[config.mk]
export PLATFORM = sky130hd
export DESIGN_NAME = sync_length_frame_deframer
export DESIGN_NICKNAME = d
export VERILOG_FILES = /design/src/rtl/core/slfd_pkg.sv /design/src/rtl/core/slfd_config.sv /design/src/rtl/core/slfd_parser.sv /design/src/rtl/core/slfd_counters.sv /design/src/rtl/core/sync_length_frame_deframer.sv
export VERILOG_INCLUDE_DIRS = /design/src /design/src/rtl/core
export SDC_FILE = /design/constraint.sdc
export NUM_CORES = 1
export LEC_CHECK = 0
export ABC_AREA = 1
export BUFFER_PORTS_ARGS = -buffer_cell sky130_fd_sc_hd__buf_2
export CAP_MARGIN = 25
export CORE_ASPECT_RATIO = 0.6
export CORE_MARGIN = 3
export CORE_UTILIZATION = 35
export DETAILED_ROUTE_END_ITERATION = 7
export PLACE_DENSITY = 0.62
export SLEW_MARGIN = 20
export SYNTH_ARGS = -nofsm -noshare
export SYNTH_HDL_FRONTEND = slang
export SYNTH_SLANG_ARGS = --single-unit
export TNS_END_PERCENT = 10
[constraint.sdc]
create_clock -name aclk -period 2.7 [get_ports aclk]
set_input_delay 0.135 -clock aclk [delete_from_list [all_inputs] [get_ports aclk]]
set_output_delay 0.135 -clock aclk [all_outputs]
set_load 0.02 [all_outputs]
[src/rtl/core/sync_length_frame_deframer_macros.svh]
// Assertion macros used by the deframer parser RTL.
// Define ASSERT_OFF to compile the checks out.
`ifndef SYNC_LENGTH_FRAME_DEFRAMER_MACROS_SVH
`define SYNC_LENGTH_FRAME_DEFRAMER_MACROS_SVH

`ifndef ASSERT_OFF

`define SLFD_ASSERT(label, clk, rst_n, prop, msg) \
    label: assert property (@(posedge clk) disable iff (!rst_n) (prop)) else $error(msg);

`define SLFD_ASSERT_NEXT(label, clk, rst_n, ante, cons, msg) \
    label: assert property (@(posedge clk) disable iff (!rst_n) (ante) |=> (cons)) \
        else $error(msg);

`else

`define SLFD_ASSERT(label, clk, rst_n, prop, msg)

`define SLFD_ASSERT_NEXT(label, clk, rst_n, ante, cons, msg)

`endif

`endif

[src/rtl/core/slfd_pkg.sv]
// Shared types and constants for the sync/type/length frame deframer.
// No dependencies.
package slfd_pkg;

    localparam int BYTE_W          = 8;
    localparam int LEN_W           = 16;
    localparam int CFG_INDEX_W     = 1;
    localparam int CFG_DATA_W      = 16;
    localparam int OUT_COUNT_W     = 32;
    localparam int COUNT_WIDTH_DEF = 32;

    localparam logic [BYTE_W-1:0] SYNC_VALUE_RST = 8'd126;
    localparam logic [LEN_W-1:0]  MAX_LENGTH_RST = 16'd4096;
    localparam logic [BYTE_W-1:0] LEN_BIAS       = 8'h20;

    // configuration register indexes
    localparam logic [CFG_INDEX_W-1:0] CFG_SYNC_VALUE = 1'd0;
    localparam logic [CFG_INDEX_W-1:0] CFG_MAX_LENGTH = 1'd1;

    typedef enum logic [1:0] {
        STATUS_NONE = 2'd0,
        STATUS_GOOD = 2'd1,
        STATUS_FAIL = 2'd2
    } status_t;

    // per-item fields that are not held in parser state
    typedef struct packed {
        status_t            status;
        logic               payload_valid;
        logic [BYTE_W-1:0]  payload_byte;
        logic [LEN_W-1:0]   payload_index;
        logic               length_rejected;
    } result_t;

    // frame completion strobes to the counters
    typedef struct packed {
        logic good;
        logic fail;
    } frame_event_t;

endpackage

[src/rtl/core/slfd_config.sv]
// Configuration registers: sync byte and maximum payload length.
// Depends on slfd_pkg.
module slfd_config (
    input  logic                               aclk,
    input  logic                               aresetn,
    input  logic                               cfg_wr_en,
    input  logic [slfd_pkg::CFG_INDEX_W-1:0]   cfg_index,
    input  logic [slfd_pkg::CFG_DATA_W-1:0]    cfg_wr_data,
    output logic [slfd_pkg::BYTE_W-1:0]        sync_value,
    output logic [slfd_pkg::LEN_W-1:0]         max_length
);
    import slfd_pkg::*;

    logic [BYTE_W-1:0] sync_value_reg;
    logic [LEN_W-1:0]  max_length_reg;

    always_ff @(posedge aclk) begin
        if (!aresetn) begin
            sync_value_reg <= SYNC_VALUE_RST;
            max_length_reg <= MAX_LENGTH_RST;
        end else if (cfg_wr_en) begin
            case (cfg_index)
                CFG_SYNC_VALUE: sync_value_reg <= cfg_wr_data[BYTE_W-1:0];
                CFG_MAX_LENGTH: max_length_reg <= cfg_wr_data[LEN_W-1:0];
                default: ;
            endcase
        end
    end

    assign sync_value = sync_value_reg;
    assign max_length = max_length_reg;

endmodule

[src/rtl/core/slfd_parser.sv]
// Frame parser: phase FSM, stored type/length, payload index and running XOR.
// Depends on slfd_pkg and sync_length_frame_deframer_macros.svh.
`include "sync_length_frame_deframer_macros.svh"

module slfd_parser (
    input  logic                         aclk,
    input  logic                         aresetn,
    input  logic                         in_fire,
    input  logic [slfd_pkg::BYTE_W-1:0]  rx_byte,
    input  logic [slfd_pkg::BYTE_W-1:0]  sync_value,
    input  logic [slfd_pkg::LEN_W-1:0]   max_length,
    output slfd_pkg::result_t            result,
    output slfd_pkg::frame_event_t       frame_event,
    output logic [slfd_pkg::BYTE_W-1:0]  frame_type,
    output logic [slfd_pkg::LEN_W-1:0]   frame_length,
    output logic                         mid_frame
);
    import slfd_pkg::*;

    typedef enum logic [2:0] {
        PH_HUNT    = 3'd0,
        PH_TYPE    = 3'd1,
        PH_LEN_LO  = 3'd2,
        PH_LEN_HI  = 3'd3,
        PH_PAYLOAD = 3'd4,
        PH_CHECK   = 3'd5
    } phase_t;

    phase_t            phase_reg,   phase_next;
    logic [BYTE_W-1:0] type_reg,    type_next;
    logic [BYTE_W-1:0] len_lo_reg,  len_lo_next;
    logic [LEN_W-1:0]  length_reg,  length_next;
    logic [LEN_W-1:0]  count_reg,   count_next;
    logic [BYTE_W-1:0] xor_reg,     xor_next;

    logic [BYTE_W-1:0] len_hi;
    logic [LEN_W-1:0]  len_decoded;
    logic [LEN_W-1:0]  count_inc;
    frame_event_t      event_raw;

    assign len_hi      = rx_byte - LEN_BIAS;
    assign len_decoded = {len_hi, len_lo_reg};
    assign count_inc   = count_reg + LEN_W'(1);

    always_comb begin
        phase_next  = phase_reg;
        type_next   = type_reg;
        len_lo_next = len_lo_reg;
        length_next = length_reg;
        count_next  = count_reg;
        xor_next    = xor_reg;
        result      = '0;
        event_raw   = '0;
        case (phase_reg)
            PH_HUNT: begin
                if (rx_byte == sync_value) begin
                    phase_next = PH_TYPE;
                end
            end
            PH_TYPE: begin
                type_next  = rx_byte;
                count_next = '0;
                phase_next = PH_LEN_LO;
            end
            PH_LEN_LO: begin
                len_lo_next = rx_byte - LEN_BIAS;
                phase_next  = PH_LEN_HI;
            end
            PH_LEN_HI: begin
                length_next = len_decoded;
                count_next  = '0;
                xor_next    = type_reg ^ len_lo_reg ^ len_hi;
                if (len_decoded > max_length) begin
                    result.length_rejected = 1'b1;
                    phase_next = PH_HUNT;
                end else if (len_decoded != '0) begin
                    phase_next = PH_PAYLOAD;
                end else begin
                    phase_next = PH_CHECK;
                end
            end
            PH_PAYLOAD: begin
                result.payload_valid = 1'b1;
                result.payload_byte  = rx_byte;
                result.payload_index = count_reg;
                xor_next   = xor_reg ^ rx_byte;
                count_next = count_inc;
                if (count_inc >= length_reg) begin
                    phase_next = PH_CHECK;
                end
            end
            default: begin
                // checksum byte closes the frame
                phase_next = PH_HUNT;
                if (rx_byte == xor_reg) begin
                    result.status  = STATUS_GOOD;
                    event_raw.good = 1'b1;
                end else begin
                    result.status  = STATUS_FAIL;
                    event_raw.fail = 1'b1;
                end
            end
        endcase
    end

    always_ff @(posedge aclk) begin
        if (!aresetn) begin
            phase_reg  <= PH_HUNT;
            type_reg   <= '0;
            len_lo_reg <= '0;
            length_reg <= '0;
            count_reg  <= '0;
            xor_reg    <= '0;
        end else if (in_fire) begin
            phase_reg  <= phase_next;
            type_reg   <= type_next;
            len_lo_reg <= len_lo_next;
            length_reg <= length_next;
            count_reg  <= count_next;
            xor_reg    <= xor_next;
        end
    end

    assign frame_event.good = in_fire & event_raw.good;
    assign frame_event.fail = in_fire & event_raw.fail;
    assign frame_type       = type_reg;
    assign frame_length     = length_reg;
    assign mid_frame        = (phase_reg != PH_HUNT);

    `SLFD_ASSERT(a_payload_idx_in_range, aclk, aresetn, (phase_reg != PH_PAYLOAD) || (count_reg < length_reg), "payload index reached frame length")
    `SLFD_ASSERT_NEXT(a_payload_idx_step, aclk, aresetn, in_fire && (phase_reg == PH_PAYLOAD), count_reg == $past(count_reg) + LEN_W'(1), "payload index did not advance by one")
    `SLFD_ASSERT_NEXT(a_hold_when_idle, aclk, aresetn, !in_fire, $stable(phase_reg) && $stable(xor_reg), "parser state moved without an item")
    `SLFD_ASSERT_NEXT(a_reject_hunts, aclk, aresetn, in_fire && result.length_rejected, phase_reg == PH_HUNT, "rejected length did not return to hunting")

endmodule

[src/rtl/core/slfd_counters.sv]
// Wrapping good-frame and checksum-failure counters.
// Depends on slfd_pkg.
module slfd_counters #(
    parameter int COUNT_WIDTH = slfd_pkg::COUNT_WIDTH_DEF
) (
    input  logic                       aclk,
    input  logic                       aresetn,
    input  slfd_pkg::frame_event_t     frame_event,
    output logic [COUNT_WIDTH-1:0]     good_count,
    output logic [COUNT_WIDTH-1:0]     fail_count
);
    import slfd_pkg::*;

    logic [COUNT_WIDTH-1:0] good_reg;
    logic [COUNT_WIDTH-1:0] fail_reg;

    always_ff @(posedge aclk) begin
        if (!aresetn) begin
            good_reg <= '0;
            fail_reg <= '0;
        end else begin
            if (frame_event.good) begin
                good_reg <= good_reg + COUNT_WIDTH'(1);
            end
            if (frame_event.fail) begin
                fail_reg <= fail_reg + COUNT_WIDTH'(1);
            end
        end
    end

    assign good_count = good_reg;
    assign fail_count = fail_reg;

endmodule

[src/rtl/core/sync_length_frame_deframer.sv]
// Byte-stream deframer: hunts for a sync byte, reads type and biased
// little-endian length, streams the payload and checks an XOR checksum.
//
// Usage:
//   s_valid/s_ready carry one received byte per item on s_rx_byte.
//   m_valid/m_ready carry one result item for every accepted byte.
//   cfg_wr_en/cfg_index/cfg_wr_data write sync_value (index 0) and
//   max_length (index 1); write only while no item is in flight.
//   The result of a byte accepted at an edge is registered and valid after
//   that edge. Throughput is one byte per cycle while the receiver does not
//   stall, set by the single parser stage feeding one output register.
//   When the receiver stalls, the held result stays on m_* and s_ready
//   drops until it is taken; the next byte is taken in the same cycle the
//   held result leaves.
//   Synchronous active-low reset returns to hunting, clears stored type,
//   length and counters, and restores sync_value 126 and max_length 4096.
//   Counters are COUNT_WIDTH wide and wrap; the ports show the low 32 bits.
// Depends on slfd_pkg, slfd_config, slfd_parser, slfd_counters.
module sync_length_frame_deframer #(
    parameter int COUNT_WIDTH = slfd_pkg::COUNT_WIDTH_DEF
) (
    input  logic                              aclk,
    input  logic                              aresetn,

    input  logic                              cfg_wr_en,
    input  logic [slfd_pkg::CFG_INDEX_W-1:0]  cfg_index,
    input  logic [slfd_pkg::CFG_DATA_W-1:0]   cfg_wr_data,

    input  logic                              s_valid,
    output logic                              s_ready,
    input  logic [slfd_pkg::BYTE_W-1:0]       s_rx_byte,

    output logic                              m_valid,
    input  logic                              m_ready,
    output logic [1:0]                        m_status,
    output logic [slfd_pkg::BYTE_W-1:0]       m_frame_type,
    output logic                              m_payload_valid,
    output logic [slfd_pkg::BYTE_W-1:0]       m_payload_byte,
    output logic [slfd_pkg::LEN_W-1:0]        m_payload_index,
    output logic [slfd_pkg::LEN_W-1:0]        m_frame_length,
    output logic                              m_length_rejected,
    output logic                              m_mid_frame,
    output logic [slfd_pkg::OUT_COUNT_W-1:0]  m_good_frames,
    output logic [slfd_pkg::OUT_COUNT_W-1:0]  m_checksum_failures
);
    import slfd_pkg::*;

    logic                   in_fire;
    logic [BYTE_W-1:0]      sync_value;
    logic [LEN_W-1:0]       max_length;
    result_t                result_next;
    result_t                result_reg;
    frame_event_t           frame_event;
    logic                   m_valid_reg;
    logic [COUNT_WIDTH-1:0] good_count;
    logic [COUNT_WIDTH-1:0] fail_count;

    assign s_ready = !m_valid_reg || m_ready;
    assign in_fire = s_valid && s_ready;

    slfd_config u_config (
        .aclk        (aclk),
        .aresetn     (aresetn),
        .cfg_wr_en   (cfg_wr_en),
        .cfg_index   (cfg_index),
        .cfg_wr_data (cfg_wr_data),
        .sync_value  (sync_value),
        .max_length  (max_length)
    );

    // type, length, phase and counters are state that only moves on an
    // accepted byte, so they already read as the held item's values
    slfd_parser u_parser (
        .aclk         (aclk),
        .aresetn      (aresetn),
        .in_fire      (in_fire),
        .rx_byte      (s_rx_byte),
        .sync_value   (sync_value),
        .max_length   (max_length),
        .result       (result_next),
        .frame_event  (frame_event),
        .frame_type   (m_frame_type),
        .frame_length (m_frame_length),
        .mid_frame    (m_mid_frame)
    );

    slfd_counters #(
        .COUNT_WIDTH (COUNT_WIDTH)
    ) u_counters (
        .aclk        (aclk),
        .aresetn     (aresetn),
        .frame_event (frame_event),
        .good_count  (good_count),
        .fail_count  (fail_count)
    );

    always_ff @(posedge aclk) begin
        if (!aresetn) begin
            m_valid_reg <= 1'b0;
        end else if (in_fire) begin
            m_valid_reg <= 1'b1;
        end else if (m_ready) begin
            m_valid_reg <= 1'b0;
        end
    end

    always_ff @(posedge aclk) begin
        if (in_fire) begin
            result_reg <= result_next;
        end
    end

    assign m_valid             = m_valid_reg;
    assign m_status            = result_reg.status;
    assign m_payload_valid     = result_reg.payload_valid;
    assign m_payload_byte      = result_reg.payload_byte;
    assign m_payload_index     = result_reg.payload_index;
    assign m_length_rejected   = result_reg.length_rejected;
    assign m_good_frames       = OUT_COUNT_W'(good_count);
    assign m_checksum_failures = OUT_COUNT_W'(fail_count);

endmodule
==> run summary <==
post-synth top area cell -> dfxtp_1
Die Y -> 132.1 µm
Synth area leaders -> dfxtp_1 32%, nand2_1 13%, edfxtp_1 9.1%, a21oi_1 8.1%, xor2_1 5.3%
setup violators final -> 0
Reg area -> 0.003811 mm²
Mapped Nets -> 1,332
DP HPWL -> 21,400 µm
Synth Instances -> 1,266
Yosys cell types -> 36
drt drc -> 0
met2 Usage GRT -> 0.2589
antenna viol nets, final -> 0
Final Hold Viols -> 0
Slew HR -> 0.4334
element type at the critical path end -> register
Peak VDD IR -> 0.0003276 V
critical path required time -> 3070 ps
PwrDens -> 508.3 mW/mm²
GRT met3 Usage -> 0.05067
drt wl/cell -> 16.06 µm
CTS max path bufs -> 2
antenna diode instance count -> 0
hold-critical path depth -> 3
reg2reg setup slack -> 210 ps
max-slew violation count -> 0
Final #Nets -> 1,491
Clock Power Share -> 0.429
worst path arrival time -> 2860 ps
crit start category -> register
first-pass GRT wire length -> 44,540 µm
worst hold slack -> 17.86 ps
fmax -> 401.6 MHz
total grt overflow -> 0
Max Cap Violations -> 0
RSZ-0062 raised after global routing -> true
GRT busiest layer -> met1
asr flop ratio synth -> 0
clk sink count -> 176
crit share post-route -> 0.9221
outcome -> finished clean
sequential share of the synthesized area -> 0.4098
Setup Skew -> 10.35 ps
PortBufs -> 148
TritonCTS clock tree -> built
Via density -> 4.984
DRT Wirelength -> 28,740 µm
top-count cell post-synth -> nand2_1
area occupied by multi-input gates -> 0.004872 mm²
Worst R2R Path Depth -> 18
total track usage -> 0.1967
Post-synth top cells -> 320 x nand2_1, 150 x a21oi_1, 148 x dfxtp_1
largest net degree at the start of global routing -> 63
slowest library cell on the worst path -> dfxtp_4
sw frac -> 0.2543
HP Class -> input pin to register
vias in the first global route -> 7,993
main flop type after synthesis -> dfxtp_1
fill cell count -> 2,650
Setup CP Type -> register to register
delay of the slowest critical-path stage -> 370 ps
H-tree levels -> 4
CP cell instances -> nand3_2, nor2_4, nand2_2, nor2_4, nand2_2, xor2_1, inv_1, ha_1, nand2_1, inv_1, nand3_1, nor3_2, nand2_1, nand4_1, nand2_2, nor2_1, nand2_1, a21oi_1
Std-Cell Core Area -> 0.02567 mm²
Post-synth EDFFs -> 28
cell row count -> 45
first drt pass iteration count -> 6
P_sw -> 1453 µW
P_leak -> 0.004841 µW
WP depth -> 18
area fraction of the dominant cell type after synthesis -> 0.3192
Tmin final -> 2490 ps
Mapped Area -> 0.009281 mm²
total negative slack -> 0 ps
Placer Congestion -> 1.011
die width -> 216.2 µm
Worst-Margin Slew -> 847.8 ps
Clock Latency Late Sink -> 440 ps
YS warnings -> 0
CTS Buf Count -> 17
power share of the sequential group -> 0.482
initial antenna violation count -> 0
Area growth syn-to-layout -> 21.14%
Initial Util -> 0.3615
Comb power frac -> 0.089
Bufs and invs on worst path -> 2
Reg clk slew, reported paths -> 70 ps
met1 usage -> 0.3094
share of cells above drive strength 1 -> 0.1683
number of synthesized register bits -> 176
Die ar. -> 0.02857 mm²
CTS root buffer -> clkbuf_16
io pins -> 149
Largest delay share family, worst path -> simple AND/OR/NAND/NOR gates
Pint -> 4262 µW
Mean Syn Cell Area -> 7.331 µm²
vias -> 8,921
crit-path max FO -> 5
initial DRC count -> 814
-- stage by stage --
step	area, µm²	setup slack, ps	instances	total power [µW]	util
final	11240	210.2	1790	5715	0.4379
after global routing	11240	-33.50	1790	5936	0.4379
after CTS	11160	12.13	1789	5771	0.4346
after detailed placement	10430	-78.14	1743	3299	0.4061
after global placement	10430	55.19	1743	3291	0.4061
after floorplan	9281	254.4	1266	3121	-
-- path summary, 6_finish.rpt --
path / start / to
setup / recovery: u_parser.count_reg[1]$_SDFFE_PN0P_ / u_parser.phase_reg[0]$_SDFFE_PN0P_
hold / removal: cfg_wr_data[14] / u_config.max_length[14]$_SDFFE_PN0P_
setup reg to reg: u_parser.count_reg[1]$_SDFFE_PN0P_ / u_parser.phase_reg[0]$_SDFFE_PN0P_
hold reg to reg: u_config.max_length[8]$_SDFFE_PN0P_ / u_config.max_length[8]$_SDFFE_PN0P_
-- cell usage in the layout, fill, tap and decap left out, types with 2 or more instances in the layout --
cell type	synthesis	layout
nor3_1	33	32
clkinv_4	0	2
a211oi_1	2	2
dlygate4sd3_1	0	14
nand3_2	1	2
nor3_2	2	3
nor2_4	3	7
or2_2	7	7
ha_1	36	35
nand2_2	2	8
inv_1	123	122
dfxtp_1	148	146
edfxtp_1	28	28
dfxtp_4	0	2
nor3b_1	3	3
clkinvlp_4	0	2
a21o_1	2	2
nand4_1	26	26
xor2_1	56	55
xnor2_1	35	35
buf_2	4	148
inv_2	7	8
o21ai_0	70	70
nand3_1	42	40
xor2_2	1	2
nor2_1	117	112
a21oi_1	150	149
nand2_1	320	314
clkbuf_16	0	20
nor2_2	1	2
buf_4	6	20
clkbuf_1	28	5
nor4_1	3	3
-- worst min-delay path: stages --
cell and delay, ps:
buf_2 70, o21ai_0 80, a21oi_1 130
-- final cells by class --
| type | instances | area share |
|---|---|---|
| multi-input cells | 916 | 0.4333 |
| flip-flops and latches | 176 | 0.3390 |
| clock inverters | 6 | 0.003895 |
| well taps | 352 | 0.03917 |
| inverters | 131 | 0.04373 |
| repair buffers | 183 | 0.09348 |
| clock buffers | 26 | 0.04741 |
-- what timing repair did --
action	CTS	global route
gates resized for setup	5	22
pin swaps	1	8
setup buffers	0	1
hold endpoints to repair	18	0
hold buffers	14	0
setup endpoints to repair	3	3
-- kinds of logic (layout without fill, tap and decap cells) --
family | count (synthesis) | after routing | synth area share
xor gates and xnor gates | 92 | 92 | 0.08762
and+or+nand+nor | 563 | 563 | 0.2571
DFF | 176 | 176 | 0.4098
AOI/OAI and AO/OA | 225 | 225 | 0.1227
adders and majority gates | 36 | 36 | 0.04853
buffers and inverters | 174 | 346 | 0.07428
-- power groups by stage --
| stage | sequential, µW | clock (µW) | combinational (µW) |
|---|---|---|---|
| 2_1_floorplan | 2840 | 0 | 277 |
| 3_3_place_gp | 2810 | 0 | 478 |
| 3_5_place_dp | 2810 | 0 | 485 |
| 4_1_cts | 2760 | 2510 | 503 |
| 5_1_grt | 2760 | 2620 | 560 |
| 6_report | 2750 | 2450 | 506 |
-- routing by layer --
metal | routed length, µm | vias to the layer above
met5 | 0 | -
met4 | 364 | 0
met3 | 2698 | 32
met2 | 11230 | 338
met1 | 14460 | 4114
li1 | - | 4437
No activity file was read; power rests on OpenSTA's default activity.
